===== src/sv/ghsm_pkg.sv =====
// Shared field widths, action and status codes for the generational slot map.
package ghsm_pkg;

    localparam int CAPACITY_DEF  = 64;
    localparam int GEN_WIDTH_DEF = 16;

    localparam int ACTION_W    = 2;
    localparam int IN_SLOT_W   = 8;
    localparam int IN_GEN_W    = 16;
    localparam int STATUS_W    = 2;
    localparam int OUT_SLOT_W  = 6;
    localparam int OUT_GEN_W   = 16;
    localparam int OUT_IDX_W   = 6;
    localparam int OUT_COUNT_W = 7;

    localparam logic [ACTION_W-1:0] ACT_ADD    = 2'd0;
    localparam logic [ACTION_W-1:0] ACT_UPDATE = 2'd1;
    localparam logic [ACTION_W-1:0] ACT_REMOVE = 2'd2;

    localparam logic [STATUS_W-1:0] ST_OK   = 2'd0;
    localparam logic [STATUS_W-1:0] ST_FULL = 2'd1;
    localparam logic [STATUS_W-1:0] ST_BAD  = 2'd2;

endpackage


===== src/sv/ghsm_ram.sv =====
// Simple dual-port synchronous RAM, one write and one registered read port.
module ghsm_ram #(
    parameter int WIDTH = 8,
    parameter int DEPTH = 64
) (
    input  logic                     clk,
    input  logic                     we,
    input  logic [$clog2(DEPTH)-1:0] waddr,
    input  logic [WIDTH-1:0]         wdata,
    input  logic                     re,
    input  logic [$clog2(DEPTH)-1:0] raddr,
    output logic [WIDTH-1:0]         rdata
);

    logic [WIDTH-1:0] mem [DEPTH];
    logic [WIDTH-1:0] rdata_reg;

    always_ff @(posedge clk)
    begin
        if (we)
        begin
            mem[waddr] <= wdata;
        end
    end

    always_ff @(posedge clk)
    begin
        if (re)
        begin
            rdata_reg <= mem[raddr];
        end
    end

    assign rdata = rdata_reg;

endmodule


===== src/sv/ghsm_ctrl.sv =====
// Sequencer: handle checks, dense packing and free list over the slot and index memories.
module ghsm_ctrl import ghsm_pkg::*; #(
    parameter int CAPACITY  = CAPACITY_DEF,
    parameter int GEN_WIDTH = GEN_WIDTH_DEF,
    parameter int SW        = $clog2(CAPACITY),
    parameter int A_W       = 1 + GEN_WIDTH + SW
) (
    input  logic                   clk,
    input  logic                   rst_n,
    input  logic                   in_valid,
    output logic                   in_stall,
    input  logic [ACTION_W-1:0]    action,
    input  logic [IN_SLOT_W-1:0]   slot,
    input  logic [IN_GEN_W-1:0]    generation,
    output logic                   out_valid,
    input  logic                   out_stall,
    output logic [STATUS_W-1:0]    status,
    output logic [OUT_SLOT_W-1:0]  out_slot,
    output logic [OUT_GEN_W-1:0]   out_generation,
    output logic [OUT_IDX_W-1:0]   dense_index,
    output logic                   moved,
    output logic [OUT_IDX_W-1:0]   moved_from,
    output logic [OUT_COUNT_W-1:0] live_count,
    output logic                   a_we,
    output logic [SW-1:0]          a_waddr,
    output logic [A_W-1:0]         a_wdata,
    output logic                   a_re,
    output logic [SW-1:0]          a_raddr,
    input  logic [A_W-1:0]         a_rdata,
    output logic                   b_we,
    output logic [SW-1:0]          b_waddr,
    output logic [SW-1:0]          b_wdata,
    output logic                   b_re,
    output logic [SW-1:0]          b_raddr,
    input  logic [SW-1:0]          b_rdata
);

    localparam int LW = $clog2(CAPACITY + 1);

    typedef enum logic [2:0] {
        S_CLEAR,
        S_IDLE,
        S_LOOK,
        S_ADD,
        S_MOVE,
        S_FIX
    } state_t;

    state_t                 state_reg, state_next;
    logic [SW-1:0]          clr_cnt_reg, clr_cnt_next;
    logic [LW-1:0]          live_reg, live_next;
    logic [ACTION_W-1:0]    act_reg, act_next;
    logic [SW-1:0]          slot_reg, slot_next;
    logic                   slot_ok_reg, slot_ok_next;
    logic [GEN_WIDTH-1:0]   gen_reg, gen_next;
    logic [SW-1:0]          d_reg, d_next;
    logic [SW-1:0]          ms_reg, ms_next;

    logic                   out_valid_reg, out_valid_next;
    logic [STATUS_W-1:0]    status_reg, status_next;
    logic [OUT_SLOT_W-1:0]  out_slot_reg, out_slot_next;
    logic [OUT_GEN_W-1:0]   out_gen_reg, out_gen_next;
    logic [OUT_IDX_W-1:0]   dense_reg, dense_next;
    logic                   moved_reg, moved_next;
    logic [OUT_IDX_W-1:0]   moved_from_reg, moved_from_next;
    logic [OUT_COUNT_W-1:0] count_reg, count_next;

    logic                   a_live;
    logic [GEN_WIDTH-1:0]   a_gen;
    logic [SW-1:0]          a_s2d;
    logic [SW-1:0]          last_idx;
    logic                   out_free;
    logic                   handle_ok;

    assign a_live    = a_rdata[A_W-1];
    assign a_gen     = a_rdata[SW +: GEN_WIDTH];
    assign a_s2d     = a_rdata[SW-1:0];
    assign last_idx  = SW'(live_reg - LW'(1));
    assign out_free  = !out_valid_reg || !out_stall;
    assign handle_ok = slot_ok_reg && a_live && (a_gen == gen_reg);
    assign in_stall  = (state_reg != S_IDLE);

    always_comb
    begin
        state_next      = state_reg;
        clr_cnt_next    = clr_cnt_reg;
        live_next       = live_reg;
        act_next        = act_reg;
        slot_next       = slot_reg;
        slot_ok_next    = slot_ok_reg;
        gen_next        = gen_reg;
        d_next          = d_reg;
        ms_next         = ms_reg;
        out_valid_next  = out_valid_reg && out_stall;
        status_next     = status_reg;
        out_slot_next   = out_slot_reg;
        out_gen_next    = out_gen_reg;
        dense_next      = dense_reg;
        moved_next      = moved_reg;
        moved_from_next = moved_from_reg;
        count_next      = count_reg;

        a_we    = 1'b0;
        a_waddr = slot_reg;
        a_wdata = '0;
        a_re    = 1'b0;
        a_raddr = slot_reg;
        b_we    = 1'b0;
        b_waddr = last_idx;
        b_wdata = slot_reg;
        b_re    = 1'b0;
        b_raddr = last_idx;

        case (state_reg)
            S_CLEAR:
            begin
                a_we    = 1'b1;
                a_waddr = clr_cnt_reg;
                a_wdata = '0;
                b_we    = 1'b1;
                b_waddr = clr_cnt_reg;
                b_wdata = clr_cnt_reg;
                clr_cnt_next = clr_cnt_reg + SW'(1);
                if (clr_cnt_reg == SW'(CAPACITY - 1))
                begin
                    state_next = S_IDLE;
                end
            end

            S_IDLE:
            begin
                if (in_valid)
                begin
                    act_next     = action;
                    slot_next    = SW'(slot);
                    slot_ok_next = (32'(slot) < 32'(CAPACITY));
                    gen_next     = GEN_WIDTH'(generation);
                    a_re         = 1'b1;
                    a_raddr      = SW'(slot);
                    b_re         = 1'b1;
                    b_raddr      = SW'(live_reg);
                    state_next   = S_LOOK;
                end
            end

            S_LOOK:
            begin
                case (act_reg)
                    ACT_ADD:
                    begin
                        if (live_reg == LW'(CAPACITY))
                        begin
                            if (out_free)
                            begin
                                out_valid_next  = 1'b1;
                                status_next     = ST_FULL;
                                out_slot_next   = '0;
                                out_gen_next    = '0;
                                dense_next      = '0;
                                moved_next      = 1'b0;
                                moved_from_next = '0;
                                count_next      = OUT_COUNT_W'(live_reg);
                                state_next      = S_IDLE;
                            end
                        end
                        else
                        begin
                            ms_next    = b_rdata;
                            a_re       = 1'b1;
                            a_raddr    = b_rdata;
                            state_next = S_ADD;
                        end
                    end

                    ACT_UPDATE:
                    begin
                        if (out_free)
                        begin
                            out_valid_next  = 1'b1;
                            status_next     = handle_ok ? ST_OK : ST_BAD;
                            out_slot_next   = handle_ok ? OUT_SLOT_W'(slot_reg) : '0;
                            out_gen_next    = '0;
                            dense_next      = handle_ok ? OUT_IDX_W'(a_s2d) : '0;
                            moved_next      = 1'b0;
                            moved_from_next = '0;
                            count_next      = OUT_COUNT_W'(live_reg);
                            state_next      = S_IDLE;
                        end
                    end

                    ACT_REMOVE:
                    begin
                        if (!handle_ok)
                        begin
                            if (out_free)
                            begin
                                out_valid_next  = 1'b1;
                                status_next     = ST_BAD;
                                out_slot_next   = '0;
                                out_gen_next    = '0;
                                dense_next      = '0;
                                moved_next      = 1'b0;
                                moved_from_next = '0;
                                count_next      = OUT_COUNT_W'(live_reg);
                                state_next      = S_IDLE;
                            end
                        end
                        else if (a_s2d == last_idx)
                        begin
                            if (out_free)
                            begin
                                a_we            = 1'b1;
                                a_waddr         = slot_reg;
                                a_wdata         = {1'b0, a_gen + GEN_WIDTH'(1), a_s2d};
                                b_we            = 1'b1;
                                b_waddr         = last_idx;
                                b_wdata         = slot_reg;
                                live_next       = live_reg - LW'(1);
                                out_valid_next  = 1'b1;
                                status_next     = ST_OK;
                                out_slot_next   = OUT_SLOT_W'(slot_reg);
                                out_gen_next    = '0;
                                dense_next      = OUT_IDX_W'(a_s2d);
                                moved_next      = 1'b0;
                                moved_from_next = '0;
                                count_next      = OUT_COUNT_W'(live_reg - LW'(1));
                                state_next      = S_IDLE;
                            end
                        end
                        else
                        begin
                            a_we       = 1'b1;
                            a_waddr    = slot_reg;
                            a_wdata    = {1'b0, a_gen + GEN_WIDTH'(1), a_s2d};
                            d_next     = a_s2d;
                            b_re       = 1'b1;
                            b_raddr    = last_idx;
                            state_next = S_MOVE;
                        end
                    end

                    default:
                    begin
                        if (out_free)
                        begin
                            out_valid_next  = 1'b1;
                            status_next     = ST_BAD;
                            out_slot_next   = '0;
                            out_gen_next    = '0;
                            dense_next      = '0;
                            moved_next      = 1'b0;
                            moved_from_next = '0;
                            count_next      = OUT_COUNT_W'(live_reg);
                            state_next      = S_IDLE;
                        end
                    end
                endcase
            end

            S_ADD:
            begin
                if (out_free)
                begin
                    a_we            = 1'b1;
                    a_waddr         = ms_reg;
                    a_wdata         = {1'b1, a_gen, SW'(live_reg)};
                    live_next       = live_reg + LW'(1);
                    out_valid_next  = 1'b1;
                    status_next     = ST_OK;
                    out_slot_next   = OUT_SLOT_W'(ms_reg);
                    out_gen_next    = OUT_GEN_W'(a_gen);
                    dense_next      = OUT_IDX_W'(live_reg);
                    moved_next      = 1'b0;
                    moved_from_next = '0;
                    count_next      = OUT_COUNT_W'(live_reg + LW'(1));
                    state_next      = S_IDLE;
                end
            end

            S_MOVE:
            begin
                b_we       = 1'b1;
                b_waddr    = d_reg;
                b_wdata    = b_rdata;
                ms_next    = b_rdata;
                a_re       = 1'b1;
                a_raddr    = b_rdata;
                state_next = S_FIX;
            end

            S_FIX:
            begin
                if (out_free)
                begin
                    a_we            = 1'b1;
                    a_waddr         = ms_reg;
                    a_wdata         = {a_live, a_gen, d_reg};
                    b_we            = 1'b1;
                    b_waddr         = last_idx;
                    b_wdata         = slot_reg;
                    live_next       = live_reg - LW'(1);
                    out_valid_next  = 1'b1;
                    status_next     = ST_OK;
                    out_slot_next   = OUT_SLOT_W'(slot_reg);
                    out_gen_next    = '0;
                    dense_next      = OUT_IDX_W'(d_reg);
                    moved_next      = 1'b1;
                    moved_from_next = OUT_IDX_W'(last_idx);
                    count_next      = OUT_COUNT_W'(live_reg - LW'(1));
                    state_next      = S_IDLE;
                end
            end

            default:
            begin
                state_next = S_IDLE;
            end
        endcase
    end

    always_ff @(posedge clk or negedge rst_n)
    begin
        if (!rst_n)
        begin
            state_reg      <= S_CLEAR;
            clr_cnt_reg    <= '0;
            live_reg       <= '0;
            act_reg        <= '0;
            slot_reg       <= '0;
            slot_ok_reg    <= 1'b0;
            gen_reg        <= '0;
            d_reg          <= '0;
            ms_reg         <= '0;
            out_valid_reg  <= 1'b0;
            status_reg     <= '0;
            out_slot_reg   <= '0;
            out_gen_reg    <= '0;
            dense_reg      <= '0;
            moved_reg      <= 1'b0;
            moved_from_reg <= '0;
            count_reg      <= '0;
        end
        else
        begin
            state_reg      <= state_next;
            clr_cnt_reg    <= clr_cnt_next;
            live_reg       <= live_next;
            act_reg        <= act_next;
            slot_reg       <= slot_next;
            slot_ok_reg    <= slot_ok_next;
            gen_reg        <= gen_next;
            d_reg          <= d_next;
            ms_reg         <= ms_next;
            out_valid_reg  <= out_valid_next;
            status_reg     <= status_next;
            out_slot_reg   <= out_slot_next;
            out_gen_reg    <= out_gen_next;
            dense_reg      <= dense_next;
            moved_reg      <= moved_next;
            moved_from_reg <= moved_from_next;
            count_reg      <= count_next;
        end
    end

    assign out_valid      = out_valid_reg;
    assign status         = status_reg;
    assign out_slot       = out_slot_reg;
    assign out_generation = out_gen_reg;
    assign dense_index    = dense_reg;
    assign moved          = moved_reg;
    assign moved_from     = moved_from_reg;
    assign live_count     = count_reg;

endmodule


===== src/sv/generational_handle_slot_map_top.sv =====
// Generational slot map: one word per item; update and errors read the slot memory once,
// add and remove chain reads of it and of the dense/free index memory, and remove reads
// further when the last dense entry moves; one item in flight at a time.
// Result is registered; the next word is taken while a result waits on out_stall.
// Reset: asynchronous, active low; then a pass over every slot clears the slot memory
// and loads the index memory, with in_stall high.
module generational_handle_slot_map_top import ghsm_pkg::*; #(
    parameter int CAPACITY  = CAPACITY_DEF,
    parameter int GEN_WIDTH = GEN_WIDTH_DEF
) (
    input  logic                   clk,
    input  logic                   rst_n,
    input  logic                   in_valid,
    output logic                   in_stall,
    input  logic [ACTION_W-1:0]    action,
    input  logic [IN_SLOT_W-1:0]   slot,
    input  logic [IN_GEN_W-1:0]    generation,
    output logic                   out_valid,
    input  logic                   out_stall,
    output logic [STATUS_W-1:0]    status,
    output logic [OUT_SLOT_W-1:0]  out_slot,
    output logic [OUT_GEN_W-1:0]   out_generation,
    output logic [OUT_IDX_W-1:0]   dense_index,
    output logic                   moved,
    output logic [OUT_IDX_W-1:0]   moved_from,
    output logic [OUT_COUNT_W-1:0] live_count
);

    localparam int SW  = $clog2(CAPACITY);
    localparam int A_W = 1 + GEN_WIDTH + SW;

    logic           a_we;
    logic [SW-1:0]  a_waddr;
    logic [A_W-1:0] a_wdata;
    logic           a_re;
    logic [SW-1:0]  a_raddr;
    logic [A_W-1:0] a_rdata;
    logic           b_we;
    logic [SW-1:0]  b_waddr;
    logic [SW-1:0]  b_wdata;
    logic           b_re;
    logic [SW-1:0]  b_raddr;
    logic [SW-1:0]  b_rdata;

    ghsm_ram #(
        .WIDTH (A_W),
        .DEPTH (CAPACITY)
    ) u_slot_mem (
        .clk   (clk),
        .we    (a_we),
        .waddr (a_waddr),
        .wdata (a_wdata),
        .re    (a_re),
        .raddr (a_raddr),
        .rdata (a_rdata)
    );

    ghsm_ram #(
        .WIDTH (SW),
        .DEPTH (CAPACITY)
    ) u_index_mem (
        .clk   (clk),
        .we    (b_we),
        .waddr (b_waddr),
        .wdata (b_wdata),
        .re    (b_re),
        .raddr (b_raddr),
        .rdata (b_rdata)
    );

    ghsm_ctrl #(
        .CAPACITY  (CAPACITY),
        .GEN_WIDTH (GEN_WIDTH),
        .SW        (SW),
        .A_W       (A_W)
    ) u_ctrl (
        .clk            (clk),
        .rst_n          (rst_n),
        .in_valid       (in_valid),
        .in_stall       (in_stall),
        .action         (action),
        .slot           (slot),
        .generation     (generation),
        .out_valid      (out_valid),
        .out_stall      (out_stall),
        .status         (status),
        .out_slot       (out_slot),
        .out_generation (out_generation),
        .dense_index    (dense_index),
        .moved          (moved),
        .moved_from     (moved_from),
        .live_count     (live_count),
        .a_we           (a_we),
        .a_waddr        (a_waddr),
        .a_wdata        (a_wdata),
        .a_re           (a_re),
        .a_raddr        (a_raddr),
        .a_rdata        (a_rdata),
        .b_we           (b_we),
        .b_waddr        (b_waddr),
        .b_wdata        (b_wdata),
        .b_re           (b_re),
        .b_raddr        (b_raddr),
        .b_rdata        (b_rdata)
    );

endmodule


===== config.mk =====
export PLATFORM = sky130hd
export DESIGN_NAME = generational_handle_slot_map_top
export DESIGN_NICKNAME = d
export VERILOG_FILES = /design/src/sv/ghsm_pkg.sv /design/src/sv/ghsm_ram.sv /design/src/sv/ghsm_ctrl.sv /design/src/sv/generational_handle_slot_map_top.sv
export SDC_FILE = /design/constraint.sdc
export NUM_CORES = 2
export LEC_CHECK = 0
export ABC_AREA = 1
export ABC_CLOCK_PERIOD_IN_PS = 6300
export BUFFER_PORTS_ARGS = -buffer_cell sky130_fd_sc_hd__buf_2
export CAP_MARGIN = 20
export CORE_ASPECT_RATIO = 0.7
export CORE_MARGIN = 2
export CORE_UTILIZATION = 50
export CTS_CLUSTER_DIAMETER = 120
export DETAILED_ROUTE_END_ITERATION = 7
export PLACE_DENSITY = 0.65
export SYNTH_ARGS = -nofsm -noshare
export SYNTH_HDL_FRONTEND = slang
export SYNTH_SLANG_ARGS = --single-unit

===== constraint.sdc =====
create_clock -name clk -period 6.3 [get_ports clk]
set_input_delay 0 -clock clk [delete_from_list [all_inputs] [get_ports clk]]
set_output_delay 0 -clock clk [all_outputs]
set_load 0.005 [all_outputs]

### Word-level counts from Yosys, hierarchy flattened

Memory sizes are Yosys's and may differ from the RTL's. A register that Yosys moved wholly into a read port is not among the register bits.
Index checks and enable logic that the tools add are counted.

| storage, ports and cells | value |
|---|---|
| bits of input ports | 30 |
| bits in registers | 98 |
| memory bits (writable) | 1856 |
| memories kept | 2 |
| word-level logic and storage cells | 194 |
| output and inout bits | 46 |

Memory list:

| name | words | bits a word | read ports | clocked after memory_dff | wr ports | RTL line | source |
|---|---|---|---|---|---|---|---|
| u_slot_mem.mem | 64 | 23 | 1 | 1 | 1 | ghsm_ram.sv:15 | `logic [WIDTH-1:0] mem [DEPTH];` |
| u_index_mem.mem | 64 | 6 | 1 | 1 | 1 | ghsm_ram.sv:15 |  |

| cells by class | value |
|---|---|
| equality and inequality tests | 26 |
| multiplexer cells | 120 |
| bitwise operators | 1 |
| add/subtract/negate cells | 4 |
| $lt $le $gt $ge | 1 |
| reductions and logical operators | 23 |

Operators with widths:

| kind | count |
|---|---|
| $mux 6 | 30 |
| $pmux 6 s3 | 6 |
| $mux 23 | 4 |
| $mux 16 | 5 |
| $mux 7 | 10 |
| $pmux 23 s3 | 1 |
| $pmux 6 s2 | 5 |
| $pmux 16 s3 | 1 |
| $mux 22 | 2 |
| $pmux 7 s3 | 2 |
| $pmux 16 s2 | 1 |
| $mux 1 | 26 |
| $mux 3 | 6 |
| $add 16x1->16 const B | 1 |
| $eq 16x16->1 | 1 |
| $mux 2 | 8 |
| $pmux 3 s5 | 1 |
| $reduce_and 5->1 | 3 |
| $ne 2x1->1 const B | 7 |
| $pmux 7 s2 | 1 |
| $pmux 1 s3 | 4 |
| $reduce_and 4->1 | 3 |
| $ne 3x2->1 const B | 3 |
| $lt 8x7->1 const B | 1 |
| other kinds (31) | 43 |

### Logic depth before layout (Yosys ltp)

| depth | value |
|---|---|
| depth after elaboration | 9 |
| depth in mapped cells | 20 |
| gate-level depth less buffers | 17 |

### Hierarchy

A second synthesis with hierarchy kept.

| unflattened totals | value |
|---|---|
| cells, all modules | 7439 |
| area total of the unflattened synthesis | 83208.6 µm² |

By module, submodules not included:

| module | cells an instance | seq. area each (µm²) | instances | area an instance (µm²) |
|---|---|---|---|---|
| ghsm_ram at u_slot_mem | 5031 | 44893.1 | 1 | 60195.2 |
| ghsm_ram at u_index_mem | 1393 | 11711.2 | 1 | 16002.8 |
| ghsm_ctrl | 1015 | 2452.4 | 1 | 7010.5 |

### Worst setup path after synthesis

Ideal clock, no wire load.

| path | value |
|---|---|
| path type | register to register |
| from | register u_ctrl.state_reg[1] |
| to | memory u_slot_mem.mem[0][3] (netlist bit), data pin |
| data required time | 5598 ps |
| cell stages (with the launch flop) | 12 |
| buffers on the path | 2 |
| arrival time | 4052 ps |
| clock period less this slack | 4753 ps |
| path slack | 1547 ps |
| setup time | 702 ps |
| cells stage by stage | dfrtp_1 > inv_2 > nand2_1 > nor2_1 > inv_1 > nand2_1 > inv_1 > nor2_1 > inv_1 > clkbuf_1 > clkbuf_1 > o21ai_0 |

| between the ends | value |
|---|---|
| word-level cells in the longest chain between the ends | 2 |
| elaborated cells between the ends (all ways) | 4 |
| those cells by class | eq/ne: 3; mux: 1 |

RTL lines:

| element | RTL line | source |
|---|---|---|
| start, declared | ghsm_ctrl.sv:49 | `state_t state_reg, state_next;` |
| start signal, assigned | ghsm_ctrl.sv:345 | `state_reg <= state_next;` |
| $eq 3x3->1 / $eq 3x2->1 (equally long branches) | ghsm_ctrl.sv:114 | `case (state_reg)` |
| $pmux 23 s3 (*) | ghsm_ctrl.sv:114 |  |
| via a_wdata[3] | generational_handle_slot_map_top.sv:34 | `logic [A_W-1:0] a_wdata;` |
| end, declared | ghsm_ram.sv:15 |  |

The timed path passes the listed nets; every way through them passes the cells marked *.

### Worst setup path after layout

| path | value |
|---|---|
| from | register u_ctrl.live_reg[0] |
| to | memory u_slot_mem.mem[42][5] (netlist bit) (enable) |

| between the ends | value |
|---|---|
| word-level cells in the longest chain between the ends | 8 |

RTL lines:

| element | RTL line | source |
|---|---|---|
| start, declared | ghsm_ctrl.sv:51 | `logic [LW-1:0] live_reg, live_next;` |
| start signal, assigned | ghsm_ctrl.sv:347 | `live_reg <= live_next;` |
| $sub 7x1->7 | - |  |
| $eq 6x6->1 | ghsm_ctrl.sv:208 | `else if (a_s2d == last_idx)` |
| $mux 1 | ghsm_ctrl.sv:208 |  |
| $mux 1 | ghsm_ctrl.sv:193 | `if (!handle_ok)` |
| $mux 1 | ghsm_ctrl.sv:148 | `case (act_reg)` |
| $pmux 1 s3 | ghsm_ctrl.sv:114 |  |
| $mux 1 | ghsm_ram.sv:20 | `if (we)` |
| $mux 1 (not written as such) | ghsm_ram.sv:22 | `mem[waddr] <= wdata;` |

No other way between the ends.

==> flow_summary.toml <==
[global_route]
grt_max_degree = 130
antenna_found_initial = 10
grt_overflow = 0
grt_pass1_wl_um = 395000
grt_pass1_vias = 57400
grt_usage_pct = 29.5

[sta]
finalMaxSlewViolations = 0
fin_crit_sh_pct = 77.4
period_needed_ns = 4.88
slew_headroom_pct = 21.4
fin_skew_ns = 0.0662
final_hold_viol_count = 0
max_clock_freq_mhz = 205
tns_ns = 0
worst_slew_pin_slew_ns = 1.18
worst_hold_slack_ns = 0.0959
setup_viol = 0
rsz0062_at_grt = "no"

[worst_setup_path]
critPathTopFamily = "buffers and inverters"
cp_max_fo = 30
endpoint_kind = "flop"
cp-start-kind = "flop"
slowest_delay_ns = 0.83
cpMostUsedCell = "inv_1"
cp_slowest_cell = "inv_1"
cp_data_required_time_ns = 6.72
crit_path_cell_trace = "inv_2, ha_1, inv_1, nand2_1, nand4_1, a21oi_1, nand3_1, nor2_1, nand2_1, inv_1, a21oi_4, inv_2, nand3_2, buf_4, nand3_1, inv_1"
arrival_ns = 5.30
worstSetupPathType = "flop to flop"
critical_path_buf_inv_count = 6

[yosys]
synth_top_area_share_pct = 64.4
yosys_warnings = 0
synth_flop_cell = "edfxtp_1"
yosysUniqueCellTypes = 44
synth_edf_count = 1885
synthArstFlopShare_pct = 4.94
netlist_instances = 7958
netlist_area_mm2 = 0.0879
yosysSeqAreaShare_pct = 67.2
ys_ff_latch = 1983
synth_area_leaders = "edfxtp_1 (64%), nand3_1 (9.6%), nand3b_1 (5.2%), nand2_1 (5.1%), inv_1 (4.1%)"
synth_fp_nets = 7996
yosysTopAreaCell = "edfxtp_1"
syn_area_per_cell_um2 = 11.0

[worst_hold_path]
min_path_type = "input pin to flop"

[clock_network]
cts_tree = "yes"
clk_latency_ns = 0.86
root_buffer = "clkbuf_16"
cts_buffer_depth = 3
cts_hold_buf = 48
ctsHtreeMaxLevel = 4
cts_setup_buffers = 0
cts_sinks = 1983
clk_pin_slew_worst_paths_ns = 0.07
cts_buffers = 186
cts.repair.resized = 0

[cells_and_area]
drive_gt1_share_pct = 7.79
largest_register_ffs = 1472
areaGrowthSynthToFinish_pct = 11.8
layout_commonest_cell = "edfxtp_1"
final_cell_mix = "edfxtp_1 (1885), nand3_1 (1691), nand2_1 (1194)"
nets = 7983
finish.utilization_pct = 56.4

[place]
dpl.hpwl_um = 163000
place_congestion = 0.944
numPortBuffers = 75

[floorplanning]
fp-row-count = 128
die_h_um = 355
initial_core_util_pct = 50.4
ios = 76
die_w_um = 505
coreArea_mm2 = 0.174
dieArea_mm2 = 0.179

[flow_run]
drv_cap = 0

[drt]
ant_nets = 0
vias = 62500
first_pass_iters = 6
drcViolationCount = 0
wirelength_um = 271000
wire_per_inst_um = 25.9
vias_per_cell = 5.98
drt_first_iter_violations = 9910

[outcome]
status = "finished, final reports clean"
## kinds of logic (layout without fill, tap and decap cells)
| group | count (synthesis) | count (layout) | share of synthesized area (%) |
|---|---|---|---|
| XOR/XNOR | 19 | 19 | 0.189 |
| AND/OR/NAND/NOR | 3851 | 3851 | 21.7 |
| buffers and inverters | 1494 | 1637 | 6.73 |
| other | 0 | 5 | 0 |
| AO/OA/AOI/OAI | 603 | 603 | 4.11 |
| adder cells (fa/ha/maj) | 8 | 8 | 0.114 |
| flip-flops | 1983 | 1983 | 67.2 |
## metal layers
| layer | wire, um | up-vias | share of wire [%] | GRT usage, % |
|---|---|---|---|---|
| met4 | 8700 | 10 | 3.2 | 9.38 |
| met5 | 64 | - | 0.024 | 0 |
| met2 | 113000 | 3721 | 42 | 41.0 |
| met3 | 33600 | 467 | 12 | 8.29 |
| li1 | - | 27700 | - | - |
| met1 | 115000 | 30500 | 43 | 44.8 |
## final cells by class
| cell class | instances | area (um^2) |
|---|---|---|
| clock buffers | 220 | 4800 |
| flip-flops and latches | 1983 | 59100 |
| well taps | 2340 | 2930 |
| repair buffers | 317 | 3130 |
| multi-input cells | 4481 | 23400 |
| diodes | 5 | 12.5 |
| clock inverters | 124 | 1240 |
| inverters | 976 | 3680 |
| fillers | 14500 | 76000 |
## through the flow
step,area [um^2],std cells,worst slack [ns]
global placement,91200,10000,1.50
global route,98200,10400,1.22
finish,98200,10400,1.42
CTS,97800,10400,1.42
floorplan,87900,7958,1.55
detailed placement,91300,10000,1.43
## worst paths after layout
path / cells after the start / to / from / slack, ns
max: 16 / u_slot_mem.mem[42][5]$_DFFE_PP_ / u_ctrl.live_reg[0]$_DFFE_PN0P_ / 1.42
min: 4 / u_ctrl.slot_reg[4]$_DFFE_PN0N_ / slot[4] / 0.1
max reg2reg: 16 / u_slot_mem.mem[42][5]$_DFFE_PP_ / u_ctrl.live_reg[0]$_DFFE_PN0P_ / 1.42
min reg2reg: 2 / u_ctrl.gen_reg[14]$_DFFE_PN0P_ / u_ctrl.gen_reg[14]$_DFFE_PN0P_ / 0.51
max in group asynchronous: 4 / u_ctrl.gen_reg[15]$_DFFE_PN0P_ / rst_n / 5.34
min in group asynchronous: 4 / u_ctrl.out_slot[5]$_DFFE_PN0P_ / rst_n / 0.26
## cells in the mapped netlist (2+ instances only)
master / number
edfxtp_1: 1885
nand3_1: 1692
nand2_1: 1195
inv_1: 959
nand3b_1: 612
o21ai_0: 321
nor2_1: 283
clkbuf_1: 235
buf_2: 218
dfrtp_1: 98
o211ai_1: 58
o21bai_1: 57
buf_1: 56
a21oi_1: 54
o221ai_1: 38
nand4_1: 25
o22ai_1: 23
nor3_1: 18
o31ai_1: 17
xor2_1: 16
inv_2: 14
o21ai_1: 14
buf_4: 8
ha_1: 8
nor2_2: 6
nor4_1: 6
a22oi_1: 5
nand2_2: 5
a211oi_1: 3
a31oi_1: 3
clkinv_1: 3
nand3_2: 3
nor2_4: 3
xnor2_1: 3
a21boi_0: 2
a21oi_4: 2
a221oi_2: 2
or2_2: 2
## worst register-to-register path, stage by stage (launching register included)
cell and delay (ns):
dfrtp_1 0.58, inv_2 0.19, ha_1 0.44, inv_1 0.19, nand2_1 0.08, nand4_1 0.11, a21oi_1 0.05, nand3_1 0.10
nor2_1 0.05, nand2_1 0.22, inv_1 0.14, a21oi_4 0.30, inv_2 0.38, nand3_2 0.26, buf_4 0.38, nand3_1 0.14
inv_1 0.83
Power is left out: the tool's default activity adds up to more than one toggle a clock period on the data nets, which glitch-free logic cannot reach.
